`src/rtl/rs_gf929_known_position_decoder_unit_macros.svh`:
```
// Assertion helpers shared by the decoder modules.
// Each module that uses them has ports named clock and reset.
`ifndef RS_GF929_KNOWN_POSITION_DECODER_UNIT_MACROS_SVH
`define RS_GF929_KNOWN_POSITION_DECODER_UNIT_MACROS_SVH

// The condition implies the property in the same cycle.
`define RSGF_IMPLY(name, cond, prop) \
   name: assert property (@(posedge clock) disable iff (reset) (cond) |-> (prop)) \
      else $error("decoder check failed");

// The condition implies the property in the next cycle.
`define RSGF_NEXT(name, cond, prop) \
   name: assert property (@(posedge clock) disable iff (reset) (cond) |=> (prop)) \
      else $error("decoder check failed");

`endif

```
`src/rtl/rsgf_pkg.sv`:
```
package rsgf_pkg;

   localparam int SYM_W        = 10;
   localparam int POS_W        = 3;
   localparam int CODE_LENGTH  = 7;
   localparam int PARITY_COUNT = 4;
   localparam int QUEUE_DEPTH  = 2;
   localparam int CSR_INDEX_W  = 1;

   localparam logic [SYM_W-1:0] PRIME   = 10'd929;
   // 1024 mod 929, used to fold the high part of a product back down.
   localparam logic [6:0]       FOLD    = 7'd95;
   // Exponent p - 2 gives the multiplicative inverse.
   localparam logic [SYM_W-1:0] INV_EXP = 10'd927;
   localparam logic [POS_W-1:0] LAST_POS = 3'd6;

   // Configuration register indexes.
   localparam logic [CSR_INDEX_W-1:0] CSR_GENERATOR = 1'b0;
   localparam logic [CSR_INDEX_W-1:0] CSR_ERRORS    = 1'b1;

   typedef struct packed {
      logic [SYM_W-1:0] generator;
      logic [1:0]       errors_assumed;
   } cfg_type;

   // One codeword handed from the front to the back.
   typedef struct packed {
      logic [CODE_LENGTH-1:0][SYM_W-1:0] word;
      logic [POS_W-1:0]                  pos_a;
      logic [POS_W-1:0]                  pos_b;
   } job_type;

   // Operands of the shared multiply-add unit: a * b + c mod p.
   typedef struct packed {
      logic [SYM_W-1:0] a;
      logic [SYM_W-1:0] b;
      logic [SYM_W-1:0] c;
   } mul_req_type;

   typedef enum logic [4:0] {
      ST_IDLE, ST_INIT, ST_AINV_SAVE, ST_SYN_BETA, ST_SYN_ACC, ST_SYN_STORE,
      ST_PIV0, ST_A01, ST_A02, ST_B11, ST_B12, ST_PIV1, ST_C12, ST_L2,
      ST_OM1, ST_OM2A, ST_OM2B, ST_OM3A, ST_OM3B,
      ST_FN_POS, ST_FN_HORNER, ST_FN_DL, ST_FN_EV, ST_EMIT,
      ST_PW_TEST, ST_PW_MUL, ST_PW_SQ
   } seq_state_type;

   // Reduce a value below 2^20 modulo p by folding 2^10 = 95 (mod p).
   function automatic logic [SYM_W-1:0] fred(input logic [19:0] v);
      logic [16:0] f1;
      logic [13:0] f2;
      logic [11:0] f3;
      logic [10:0] f4;
      f1 = 17'(v[19:10]) * 17'(FOLD) + 17'(v[9:0]);
      f2 = 14'(f1[16:10]) * 14'(FOLD) + 14'(f1[9:0]);
      f3 = 12'(f2[13:10]) * 12'(FOLD) + 12'(f2[9:0]);
      f4 = 11'(f3[11:10]) * 11'(FOLD) + 11'(f3[9:0]);
      return (f4 >= 11'(PRIME)) ? 10'(f4 - 11'(PRIME)) : f4[9:0];
   endfunction

   // Bring a raw 10-bit value into the field.
   function automatic logic [SYM_W-1:0] fnorm(input logic [SYM_W-1:0] v);
      return (v >= PRIME) ? 10'(v - PRIME) : v;
   endfunction

   function automatic logic [SYM_W-1:0] fadd(input logic [SYM_W-1:0] a,
                                             input logic [SYM_W-1:0] b);
      logic [SYM_W:0] s;
      s = {1'b0, a} + {1'b0, b};
      return (s >= {1'b0, PRIME}) ? 10'(s - {1'b0, PRIME}) : s[SYM_W-1:0];
   endfunction

   function automatic logic [SYM_W-1:0] fsub(input logic [SYM_W-1:0] a,
                                             input logic [SYM_W-1:0] b);
      logic [SYM_W:0] d;
      d = (a >= b) ? ({1'b0, a} - {1'b0, b}) : ({1'b0, a} + {1'b0, PRIME} - {1'b0, b});
      return d[SYM_W-1:0];
   endfunction

   function automatic logic [SYM_W-1:0] fneg(input logic [SYM_W-1:0] b);
      return (b == '0) ? '0 : 10'(PRIME - b);
   endfunction

endpackage

```
`src/rtl/rsgf_front.sv`:
```
module rsgf_front (
   input  logic                 clock,
   input  logic                 reset,
   input  logic                 req_valid,
   output logic                 req_stall,
   input  logic [9:0]           req_symbol,
   input  logic [2:0]           req_first_error_position,
   input  logic [2:0]           req_second_error_position,
   input  logic                 req_end_of_word,
   input  logic                 q_full,
   output logic                 push,
   output rsgf_pkg::job_type    job
);
   import rsgf_pkg::*;

   logic [SYM_W-1:0] store_ff [CODE_LENGTH];
   logic [POS_W-1:0] count_ff;
   logic [POS_W-1:0] count_in;
   logic [SYM_W-1:0] sym;
   logic             accept;

   // The front holds off everything while the job queue is full.
   assign req_stall = q_full;
   assign accept    = req_valid && !q_full;
   assign push      = accept && req_end_of_word;
   assign sym       = fnorm(req_symbol);

   // The job snapshot sees the incoming symbol in its slot.
   always_comb begin
      for (int k = 0; k < CODE_LENGTH; k++) begin
         job.word[k] = (count_ff == POS_W'(k)) ? sym : store_ff[k];
      end
      job.pos_a = req_first_error_position;
      job.pos_b = req_second_error_position;
   end

   // Write index wraps after a full word and restarts after each end of word.
   always_comb begin
      count_in = count_ff;
      if (accept) begin
         if (req_end_of_word || count_ff == LAST_POS) begin
            count_in = '0;
         end else begin
            count_in = count_ff + 1'b1;
         end
      end
   end

   always_ff @(posedge clock) begin
      if (reset) begin
         count_ff <= '0;
      end else begin
         count_ff <= count_in;
      end
   end

   // Received symbols stay until overwritten, so a short word reuses them.
   always_ff @(posedge clock) begin
      if (accept) begin
         store_ff[count_ff] <= sym;
      end
   end

endmodule

```
`src/rtl/rsgf_queue.sv`:
```
`include "rs_gf929_known_position_decoder_unit_macros.svh"

module rsgf_queue (
   input  logic               clock,
   input  logic               reset,
   input  logic               push,
   input  rsgf_pkg::job_type  push_job,
   input  logic               pop,
   output logic               full,
   output logic               q_valid,
   output rsgf_pkg::job_type  q_head
);
   import rsgf_pkg::*;

   localparam int PTR_W = $clog2(QUEUE_DEPTH);
   localparam int CNT_W = $clog2(QUEUE_DEPTH + 1);
   localparam logic [CNT_W-1:0] FULL_CNT = CNT_W'(QUEUE_DEPTH);

   job_type          entry_ff [QUEUE_DEPTH];
   logic [PTR_W-1:0] wr_ptr_ff;
   logic [PTR_W-1:0] rd_ptr_ff;
   logic [CNT_W-1:0] count_ff;

   assign full    = (count_ff == FULL_CNT);
   assign q_valid = (count_ff != '0);
   assign q_head  = entry_ff[rd_ptr_ff];

   // Pointers and fill count.
   always_ff @(posedge clock) begin
      if (reset) begin
         wr_ptr_ff <= '0;
         rd_ptr_ff <= '0;
         count_ff  <= '0;
      end else begin
         if (push) begin
            wr_ptr_ff <= (wr_ptr_ff == PTR_W'(QUEUE_DEPTH - 1)) ? '0 : wr_ptr_ff + 1'b1;
         end
         if (pop) begin
            rd_ptr_ff <= (rd_ptr_ff == PTR_W'(QUEUE_DEPTH - 1)) ? '0 : rd_ptr_ff + 1'b1;
         end
         if (push && !pop) begin
            count_ff <= count_ff + 1'b1;
         end else if (pop && !push) begin
            count_ff <= count_ff - 1'b1;
         end
      end
   end

   always_ff @(posedge clock) begin
      if (push) begin
         entry_ff[wr_ptr_ff] <= push_job;
      end
   end

   `RSGF_IMPLY(a_no_push_when_full, push, count_ff != FULL_CNT)
   `RSGF_IMPLY(a_no_pop_when_empty, pop, count_ff != '0)
   `RSGF_NEXT(a_push_leaves_entry, push && !pop, count_ff != '0)

endmodule

```
`src/rtl/rsgf_mul.sv`:
```
module rsgf_mul (
   input  logic                  clock,
   input  rsgf_pkg::mul_req_type req,
   output logic [9:0]            result
);
   import rsgf_pkg::*;

   logic [19:0]      prod_ff;
   logic [SYM_W-1:0] addend_ff;

   // Product and addend are registered; the add and the reduction are combinational on them.
   always_ff @(posedge clock) begin
      prod_ff   <= 20'(req.a) * 20'(req.b);
      addend_ff <= req.c;
   end

   assign result = fred(prod_ff + 20'(addend_ff));

endmodule

```
`src/rtl/rsgf_back.sv`:
```
`include "rs_gf929_known_position_decoder_unit_macros.svh"

module rsgf_back (
   input  logic                  clock,
   input  logic                  reset,
   input  rsgf_pkg::cfg_type     cfg,
   input  logic                  q_valid,
   input  rsgf_pkg::job_type     q_head,
   output logic                  pop,
   output rsgf_pkg::mul_req_type mul_req,
   input  logic [9:0]            mul_res,
   output logic                  rsp_valid,
   input  logic                  rsp_stall,
   output logic [9:0]            rsp_corrected_symbol,
   output logic                  rsp_last_of_run
);
   import rsgf_pkg::*;

   seq_state_type    state_ff, state_in, ret_ff;
   logic             ph_ff;
   logic [1:0]       i_ff;
   logic [POS_W-1:0] j_ff;
   logic             fi_ff;
   logic [1:0]       hk_ff;
   logic [POS_W-1:0] oc_ff;
   logic [SYM_W-1:0] beta_ff, acc_ff, ainv_ff;
   logic [SYM_W-1:0] s_ff [PARITY_COUNT];
   logic [SYM_W-1:0] a01_ff, a02_ff, b11_ff, b12_ff, l1_ff, l2_ff;
   logic [SYM_W-1:0] om1_ff, om2_ff, om3_ff, dl_ff;
   logic [SYM_W-1:0] ev_ff [CODE_LENGTH];
   logic [SYM_W-1:0] pw_base_ff, pw_exp_ff, pw_res_ff;
   logic             rsp_valid_ff, rsp_last_ff;
   logic [SYM_W-1:0] rsp_sym_ff;

   logic             e2;
   logic [SYM_W-1:0] alpha;
   logic [1:0]       syn_last;
   logic [POS_W-1:0] pos_cur;
   logic             pos_ok;
   logic [SYM_W-1:0] om_sel;
   logic [SYM_W-1:0] l2x2;
   logic             mul_state;
   logic             load_out;

   // Two errors for settings 2 and 3, one for 0 and 1.
   assign e2       = cfg.errors_assumed[1];
   assign alpha    = fnorm(cfg.generator);
   assign syn_last = e2 ? 2'd3 : 2'd1;
   assign pos_cur  = fi_ff ? q_head.pos_b : q_head.pos_a;
   assign pos_ok   = (pos_cur <= LAST_POS);
   assign l2x2     = e2 ? fadd(l2_ff, l2_ff) : '0;

   always_comb begin
      case (hk_ff)
         2'd3:    om_sel = om3_ff;
         2'd2:    om_sel = om2_ff;
         2'd1:    om_sel = om1_ff;
         default: om_sel = s_ff[0];
      endcase
   end

   // States that use the multiplier, with an issue phase and a capture phase.
   assign mul_state = state_ff inside {ST_SYN_BETA, ST_SYN_ACC, ST_A01, ST_A02, ST_B11,
                                       ST_B12, ST_C12, ST_L2, ST_OM1, ST_OM2A, ST_OM2B,
                                       ST_OM3A, ST_OM3B, ST_FN_HORNER, ST_FN_DL,
                                       ST_FN_EV, ST_PW_MUL, ST_PW_SQ};

   // Next state.
   always_comb begin
      state_in = state_ff;
      case (state_ff)
         ST_IDLE:      if (q_valid) state_in = ST_INIT;
         ST_INIT:      state_in = ST_PW_TEST;
         ST_AINV_SAVE: state_in = ST_SYN_BETA;
         ST_SYN_BETA:  if (ph_ff) state_in = ST_SYN_ACC;
         ST_SYN_ACC:   if (ph_ff && j_ff == LAST_POS) state_in = ST_SYN_STORE;
         ST_SYN_STORE: state_in = (i_ff == syn_last) ? ST_PIV0 : ST_SYN_BETA;
         ST_PIV0:      state_in = ST_PW_TEST;
         ST_A01:       if (ph_ff) state_in = ST_A02;
         ST_A02:       if (ph_ff) state_in = e2 ? ST_B11 : ST_OM1;
         ST_B11:       if (ph_ff) state_in = ST_B12;
         ST_B12:       if (ph_ff) state_in = ST_PIV1;
         ST_PIV1:      state_in = ST_PW_TEST;
         ST_C12:       if (ph_ff) state_in = ST_L2;
         ST_L2:        if (ph_ff) state_in = ST_OM1;
         ST_OM1:       if (ph_ff) state_in = e2 ? ST_OM2A : ST_FN_POS;
         ST_OM2A:      if (ph_ff) state_in = ST_OM2B;
         ST_OM2B:      if (ph_ff) state_in = ST_OM3A;
         ST_OM3A:      if (ph_ff) state_in = ST_OM3B;
         ST_OM3B:      if (ph_ff) state_in = ST_FN_POS;
         ST_FN_POS: begin
            if (pos_ok) begin
               state_in = ST_PW_TEST;
            end else if (fi_ff == e2) begin
               state_in = ST_EMIT;
            end
         end
         ST_FN_HORNER: if (ph_ff && hk_ff == 2'd0) state_in = ST_FN_DL;
         ST_FN_DL:     if (ph_ff) state_in = ST_PW_TEST;
         ST_FN_EV:     if (ph_ff) state_in = (fi_ff == e2) ? ST_EMIT : ST_FN_POS;
         ST_EMIT:      if (load_out && oc_ff == LAST_POS) state_in = ST_IDLE;
         ST_PW_TEST: begin
            if (pw_exp_ff == '0) begin
               state_in = ret_ff;
            end else begin
               state_in = pw_exp_ff[0] ? ST_PW_MUL : ST_PW_SQ;
            end
         end
         ST_PW_MUL:    if (ph_ff) state_in = ST_PW_SQ;
         ST_PW_SQ:     if (ph_ff) state_in = ST_PW_TEST;
         default:      state_in = ST_IDLE;
      endcase
   end

   // Multiplier operands, result load and queue pop.
   always_comb begin
      mul_req  = '0;
      load_out = 1'b0;
      pop      = 1'b0;
      case (state_ff)
         ST_SYN_BETA:  begin mul_req.a = beta_ff;  mul_req.b = alpha; end
         ST_SYN_ACC: begin
            mul_req.a = acc_ff;
            mul_req.b = beta_ff;
            mul_req.c = q_head.word[j_ff];
         end
         ST_A01:       begin mul_req.a = s_ff[1]; mul_req.b = pw_res_ff; end
         ST_A02: begin
            mul_req.a = e2 ? fneg(s_ff[2]) : fneg(s_ff[1]);
            mul_req.b = pw_res_ff;
         end
         ST_B11: begin
            mul_req.a = a01_ff; mul_req.b = fneg(s_ff[1]); mul_req.c = s_ff[2];
         end
         ST_B12: begin
            mul_req.a = a02_ff; mul_req.b = fneg(s_ff[1]); mul_req.c = fneg(s_ff[3]);
         end
         ST_C12:       begin mul_req.a = b12_ff; mul_req.b = pw_res_ff; end
         ST_L2: begin
            mul_req.a = a01_ff; mul_req.b = fneg(l1_ff); mul_req.c = a02_ff;
         end
         ST_OM1:  begin mul_req.a = s_ff[0]; mul_req.b = l1_ff; mul_req.c = s_ff[1]; end
         ST_OM2A: begin mul_req.a = s_ff[1]; mul_req.b = l1_ff; mul_req.c = s_ff[2]; end
         ST_OM2B: begin mul_req.a = s_ff[0]; mul_req.b = l2_ff; mul_req.c = om2_ff;  end
         ST_OM3A: begin mul_req.a = s_ff[2]; mul_req.b = l1_ff; mul_req.c = s_ff[3]; end
         ST_OM3B: begin mul_req.a = s_ff[1]; mul_req.b = l2_ff; mul_req.c = om3_ff;  end
         ST_FN_HORNER: begin
            mul_req.a = acc_ff; mul_req.b = pw_res_ff; mul_req.c = om_sel;
         end
         ST_FN_DL: begin
            mul_req.a = l2x2; mul_req.b = pw_res_ff; mul_req.c = l1_ff;
         end
         ST_FN_EV:     begin mul_req.a = fneg(acc_ff); mul_req.b = pw_res_ff; end
         ST_PW_MUL:    begin mul_req.a = pw_res_ff; mul_req.b = pw_base_ff; end
         ST_PW_SQ:     begin mul_req.a = pw_base_ff; mul_req.b = pw_base_ff; end
         ST_EMIT: begin
            load_out = !rsp_valid_ff || !rsp_stall;
            pop      = load_out && (oc_ff == LAST_POS);
         end
         default: begin
            mul_req = '0;
         end
      endcase
   end

   // Control registers.
   always_ff @(posedge clock) begin
      if (reset) begin
         state_ff     <= ST_IDLE;
         ret_ff       <= ST_IDLE;
         ph_ff        <= 1'b0;
         rsp_valid_ff <= 1'b0;
      end else begin
         state_ff <= state_in;
         ph_ff    <= mul_state ? !ph_ff : 1'b0;
         if (load_out) begin
            rsp_valid_ff <= 1'b1;
         end else if (!rsp_stall) begin
            rsp_valid_ff <= 1'b0;
         end
         case (state_ff)
            ST_INIT: ret_ff <= ST_AINV_SAVE;
            ST_PIV0: ret_ff <= e2 ? ST_A01 : ST_A02;
            ST_PIV1: ret_ff <= ST_C12;
            ST_FN_POS: ret_ff <= ST_FN_HORNER;
            ST_FN_DL: ret_ff <= ST_FN_EV;
            default: ret_ff <= ret_ff;
         endcase
      end
   end

   // Datapath registers, written on the capture cycle of each multiply and in the setup and output states.
   always_ff @(posedge clock) begin
      if (load_out) begin
         rsp_sym_ff  <= fsub(q_head.word[oc_ff], ev_ff[oc_ff]);
         rsp_last_ff <= (oc_ff == LAST_POS);
      end
      case (state_ff)
         ST_INIT: begin
            for (int k = 0; k < PARITY_COUNT; k++) s_ff[k] <= '0;
            for (int k = 0; k < CODE_LENGTH; k++) ev_ff[k] <= '0;
            om2_ff     <= '0;
            om3_ff     <= '0;
            beta_ff    <= 10'd1;
            i_ff       <= '0;
            fi_ff      <= 1'b0;
            pw_base_ff <= alpha;
            pw_exp_ff  <= INV_EXP;
            pw_res_ff  <= 10'd1;
         end
         ST_AINV_SAVE: ainv_ff <= pw_res_ff;
         ST_SYN_BETA: begin
            if (ph_ff) begin
               beta_ff <= mul_res;
               acc_ff  <= '0;
               j_ff    <= '0;
            end
         end
         ST_SYN_ACC: begin
            if (ph_ff) begin
               acc_ff <= mul_res;
               j_ff   <= j_ff + 1'b1;
            end
         end
         ST_SYN_STORE: begin
            s_ff[i_ff] <= acc_ff;
            i_ff       <= i_ff + 1'b1;
         end
         // A zero pivot gets exponent zero, so the scale factor is one.
         ST_PIV0: begin
            pw_base_ff <= s_ff[0];
            pw_exp_ff  <= (s_ff[0] != '0) ? INV_EXP : '0;
            pw_res_ff  <= 10'd1;
         end
         ST_A01: if (ph_ff) a01_ff <= mul_res;
         ST_A02: begin
            if (ph_ff) begin
               a02_ff <= mul_res;
               if (!e2) begin
                  l1_ff <= mul_res;
                  l2_ff <= '0;
               end
            end
         end
         ST_B11: if (ph_ff) b11_ff <= mul_res;
         ST_B12: if (ph_ff) b12_ff <= mul_res;
         ST_PIV1: begin
            pw_base_ff <= b11_ff;
            pw_exp_ff  <= (b11_ff != '0) ? INV_EXP : '0;
            pw_res_ff  <= 10'd1;
         end
         ST_C12:  if (ph_ff) l1_ff  <= mul_res;
         ST_L2:   if (ph_ff) l2_ff  <= mul_res;
         ST_OM1:  if (ph_ff) om1_ff <= mul_res;
         ST_OM2A: if (ph_ff) om2_ff <= mul_res;
         ST_OM2B: if (ph_ff) om2_ff <= mul_res;
         ST_OM3A: if (ph_ff) om3_ff <= mul_res;
         ST_OM3B: if (ph_ff) om3_ff <= mul_res;
         // Locate X^-1 = alpha^-pos; out-of-range positions add no error.
         ST_FN_POS: begin
            if (pos_ok) begin
               pw_base_ff <= ainv_ff;
               pw_exp_ff  <= {{(SYM_W - POS_W){1'b0}}, pos_cur};
               pw_res_ff  <= 10'd1;
               acc_ff     <= '0;
               hk_ff      <= 2'd3;
            end else if (fi_ff != e2) begin
               fi_ff <= 1'b1;
            end
         end
         ST_FN_HORNER: begin
            if (ph_ff) begin
               acc_ff <= mul_res;
               hk_ff  <= hk_ff - 1'b1;
            end
         end
         ST_FN_DL: begin
            if (ph_ff) begin
               dl_ff      <= mul_res;
               pw_base_ff <= mul_res;
               pw_exp_ff  <= INV_EXP;
               pw_res_ff  <= 10'd1;
            end
         end
         // A zero derivative leaves the error value untouched.
         ST_FN_EV: begin
            if (ph_ff) begin
               if (dl_ff != '0) begin
                  ev_ff[LAST_POS - pos_cur] <= mul_res;
               end
               if (fi_ff != e2) begin
                  fi_ff <= 1'b1;
               end else begin
                  oc_ff <= '0;
               end
            end
         end
         ST_EMIT: if (load_out) oc_ff <= oc_ff + 1'b1;
         ST_PW_MUL: if (ph_ff) pw_res_ff <= mul_res;
         ST_PW_SQ: begin
            if (ph_ff) begin
               pw_base_ff <= mul_res;
               pw_exp_ff  <= pw_exp_ff >> 1;
            end
         end
         default: begin
         end
      endcase
      // The output counter starts over whenever the skip path enters emission.
      if (state_ff == ST_FN_POS && !pos_ok && fi_ff == e2) begin
         oc_ff <= '0;
      end
   end

   assign rsp_valid            = rsp_valid_ff;
   assign rsp_corrected_symbol = rsp_sym_ff;
   assign rsp_last_of_run      = rsp_last_ff;

   `RSGF_IMPLY(a_emit_has_job, state_ff == ST_EMIT, q_valid)
   `RSGF_IMPLY(a_pop_on_last_load, pop, load_out && (oc_ff == LAST_POS))
   `RSGF_IMPLY(a_idle_phase_clear, state_ff == ST_IDLE, !ph_ff)

endmodule

```
`src/rtl/rs_gf929_known_position_decoder_unit.sv`:
```
// Symbols that do not end a word are taken one per cycle while the job queue has room.
// After the end-of-word request the corrected symbols follow one per cycle unless stalled.
// The wait for the first one is set by up to five field inversions on the single shared
// multiply-add unit, with the syndrome passes and the Forney steps.
// Reset clears the sequencer state, the queue and the output valid flag, and loads generator 3 and two assumed errors.
module rs_gf929_known_position_decoder_unit (
   input  logic       clock,
   input  logic       reset,
   input  logic       req_valid,
   output logic       req_stall,
   input  logic [9:0] req_symbol,
   input  logic [2:0] req_first_error_position,
   input  logic [2:0] req_second_error_position,
   input  logic       req_end_of_word,
   output logic       rsp_valid,
   input  logic       rsp_stall,
   output logic [9:0] rsp_corrected_symbol,
   output logic       rsp_last_of_run,
   input  logic       csr_write,
   input  logic [0:0] csr_index,
   input  logic [9:0] csr_data
);
   import rsgf_pkg::*;

   cfg_type     cfg_ff;
   logic        q_full;
   logic        q_valid;
   logic        push;
   logic        pop;
   job_type     push_job;
   job_type     q_head;
   mul_req_type mul_req;
   logic [SYM_W-1:0] mul_res;

   // Configuration registers.
   always_ff @(posedge clock) begin
      if (reset) begin
         cfg_ff.generator      <= 10'd3;
         cfg_ff.errors_assumed <= 2'd2;
      end else if (csr_write) begin
         case (csr_index)
            CSR_GENERATOR: cfg_ff.generator      <= csr_data;
            CSR_ERRORS:    cfg_ff.errors_assumed <= csr_data[1:0];
            default:       cfg_ff <= cfg_ff;
         endcase
      end
   end

   rsgf_front u_front (
      .clock                     (clock),
      .reset                     (reset),
      .req_valid                 (req_valid),
      .req_stall                 (req_stall),
      .req_symbol                (req_symbol),
      .req_first_error_position  (req_first_error_position),
      .req_second_error_position (req_second_error_position),
      .req_end_of_word           (req_end_of_word),
      .q_full                    (q_full),
      .push                      (push),
      .job                       (push_job)
   );

   rsgf_queue u_queue (
      .clock    (clock),
      .reset    (reset),
      .push     (push),
      .push_job (push_job),
      .pop      (pop),
      .full     (q_full),
      .q_valid  (q_valid),
      .q_head   (q_head)
   );

   rsgf_mul u_mul (
      .clock  (clock),
      .req    (mul_req),
      .result (mul_res)
   );

   rsgf_back u_back (
      .clock                (clock),
      .reset                (reset),
      .cfg                  (cfg_ff),
      .q_valid              (q_valid),
      .q_head               (q_head),
      .pop                  (pop),
      .mul_req              (mul_req),
      .mul_res              (mul_res),
      .rsp_valid            (rsp_valid),
      .rsp_stall            (rsp_stall),
      .rsp_corrected_symbol (rsp_corrected_symbol),
      .rsp_last_of_run      (rsp_last_of_run)
   );

endmodule
```
`config.mk`:
```
export PLATFORM = sky130hd
export DESIGN_NAME = rs_gf929_known_position_decoder_unit
export DESIGN_NICKNAME = d
export VERILOG_FILES = /design/src/rtl/rsgf_pkg.sv /design/src/rtl/rsgf_front.sv /design/src/rtl/rsgf_queue.sv /design/src/rtl/rsgf_mul.sv /design/src/rtl/rsgf_back.sv /design/src/rtl/rs_gf929_known_position_decoder_unit.sv
export VERILOG_INCLUDE_DIRS = /design/src /design/src/rtl
export SDC_FILE = /design/constraint.sdc
export NUM_CORES = 2
export LEC_CHECK = 0
export BUFFER_PORTS_ARGS = -buffer_cell sky130_fd_sc_hd__buf_4
export CORE_UTILIZATION = 46
export CTS_CLUSTER_DIAMETER = 120
export DETAILED_ROUTE_END_ITERATION = 8
export PLACE_DENSITY = 0.6
export RECOVER_POWER = 50
export SLEW_MARGIN = 0
export SYNTH_ARGS = -nofsm -noshare
export SYNTH_HDL_FRONTEND = slang
export SYNTH_SLANG_ARGS = --single-unit
```
`constraint.sdc`:
```
create_clock -name clock -period 47.9 [get_ports clock]
set_clock_uncertainty 0.05 [all_clocks]
set_input_delay 7.185 -clock clock [delete_from_list [all_inputs] [get_ports clock]]
set_output_delay 7.185 -clock clock [all_outputs]
set_load 0.01 [all_outputs]
```
==> results.toml <==
[status]
run_status = "finished with violations"
violations = "design-rule violations, max-capacitance violations, max-slew violations"

[grt]
grt_pass1_vias = 27100
grt_pass1_wl_um = 169000
grt_usage_pct = 27.1
grt.overflow.total = 0
antenna_found_initial = 1
grt_max_degree = 64

[place]
gp_congestion = 0.991
place_hpwl_um = 80700
io_buffers = 45
place_ws_ps = 29510

[synth]
syn_area_per_cell_um2 = 10.7
synth_top_area_share_pct = 40.8
synth_area_um2 = 37600
yosysUniqueCellTypes = 96
synth-main-ff-cell = "edfxtp_1"
ys_ff_latch = 588
synth_area_leader_cell = "edfxtp_1"
ys_top_cells_by_area = "edfxtp_1 41%, ha_1 7.9%, fa_1 7.7%"
synth_edf_count = 511
syn-instance-count = 3519
synth_fp_nets = 3935
yosysWarnings = 0
async_flop_share_pct = 0
synth-seq-area-share_pct = 44.9

[finish]
fillers = 7262
layout_common_cells = "511 x edfxtp_1, 377 x nor2_1, 356 x inv_1"
drive_gt1_share_pct = 8.26
final_common_cell = "edfxtp_1"
nets = 3958
areaGrowthSynthToFinish_pct = 9.92

[clock_network]
clock_latency_ps = 640
cts.sinks = 588
cts_resized = 0
htreeDepth = 3
clk_pin_slew_ps = 60
cts_tree = "built"
numCtsBuffers = 67
ctsHoldBuffers = 0
ctsRootBufferMaster = "clkbuf_16"
cts_setup_buffers = 0
clock_path_buffers = 3

[hold_path]
hold_class = "reg2reg"

[setup_path]
startpoint_type = "flop"
cp_max_fo = 15
end_kind = "flop"
critPathKind = "reg2reg"
slowest_delay_ps = 800
cpMostUsedCell = "fa_1"
required_ps = 48160
cp_slowest_cell = "xor2_2"
crit_arrival_ps = 18710

[sta]
fmax_mhz = 54.2
drv_slew = 271
setup_violations = 0
hold_viol_final = 0
hold_slack_ps = 418
timing.final.ws_setup_ps = 29450
tns_ps = 0
rsz0062_at_grt = "no"
tightestPinTransition_ps = 4260
post-route-period-util_pct = 38.5
relSlewSlack_pct = -184
fin_crit_ps = 18450

[route]
drc = 12
drt_iter0_markers = 3221
wl_per_cell_um = 23.8
dr.pass1.iters = 9
vias_per_cell = 5.97
vias = 27800
wirelength_um = 111000
ant_nets = 0

[floorplanning]
rows = 104
die_w_um = 288
die_y_um = 288
io_pins = 46
core_area_um2 = 80700
die_area_um2 = 82900
initial_core_util_pct = 46.6

[run]
cap_viol_max_count = 12
final cells by class:
| cell class | instances | area [um2] | area share [%] |
|---|---|---|---|
| diodes | 1 | 2.50 | 0.00605 |
| clock buffers | 80 | 1760 | 4.25 |
| clock inverters | 43 | 587 | 1.42 |
| inverters | 358 | 1340 | 3.25 |
| multi-input cells | 2419 | 18800 | 45.4 |
| flip-flops and latches | 588 | 16900 | 40.9 |
| well taps | 1060 | 1330 | 3.21 |
| repair buffers | 108 | 653 | 1.58 |
final timing paths:
kind	cells after the start	endpoint	slack [ps]	startpoint
setup / recovery	61	u_back.b12_ff[3]	29450	u_mul.prod_ff[1]
hold / removal	2	u_back.ev_ff[6][7]	420	u_back.ev_ff[6][7]
setup reg to reg	61	u_back.b12_ff[3]	29450	u_mul.prod_ff[1]
hold reg to reg	2	u_back.ev_ff[6][7]	420	u_back.ev_ff[6][7]
Yosys cell counts, drive strengths merged, types with 66 or more instances:
| master | n |
|---|---|
| ha | 238 |
| nand2 | 314 |
| clkbuf | 116 |
| o21ai | 184 |
| fa | 145 |
| dfxtp | 77 |
| edfxtp | 511 |
| a21oi | 156 |
| nor2 | 377 |
| mux2i | 66 |
| xnor2 | 103 |
| inv | 357 |
flip-flops by register name, indices dropped and copies added, names as in the netlist, 11 cells and up, named ones only:
signal,count
u_back.s_ff,40
u_front.store_ff,70
u_queue.entry_ff,152
cfg_ff,11
u_mul.prod_ff,20
u_back.ev_ff,80
per-layer routing:
metal | GRT usage, % | part of all wire (%)
met5 | 0 | 0
met4 | 11.7 | 4.6
met3 | 4.71 | 8.3
met2 | 41.3 | 44
met1 | 38.1 | 43
kinds of logic (layout without fill, tap and decap cells):
family | count (synthesis) | count (layout) | share of synthesized area [%]
AOI/OAI and AO/OA | 704 | 704 | 12.8
xor gates and xnor gates | 168 | 168 | 3.97
adders and majority gates | 385 | 385 | 15.7
buffers and inverters | 512 | 589 | 5.22
DFF | 588 | 588 | 44.9
muxes | 140 | 140 | 5.12
other | 0 | 1 | 0
and+or+nand+nor | 1022 | 1022 | 12.3
worst max-delay path: cells and delay by family, from the launching register on:
kind / cells / cell delay [ps]
AO/OA/AOI/OAI: 20 / 4870
XOR/XNOR: 6 / 2980
adder cells (fa/ha/maj): 18 / 7830
buffers and inverters: 10 / 860
flip-flops: 1 / 330
AND/OR/NAND/NOR: 7 / 1200
through the flow:
stage,cell area [um2],std cells,utilization [%]
after detailed placement,39200,4533,48.6
after CTS,41600,4656,51.6
final,41300,4657,51.2
after global routing,41300,4656,51.2
after floorplan,37600,3519,-
after global placement,39200,4533,48.6
Power is not shown: default switching activity piles up to over one toggle a cycle in this logic, so the estimate is an artifact.
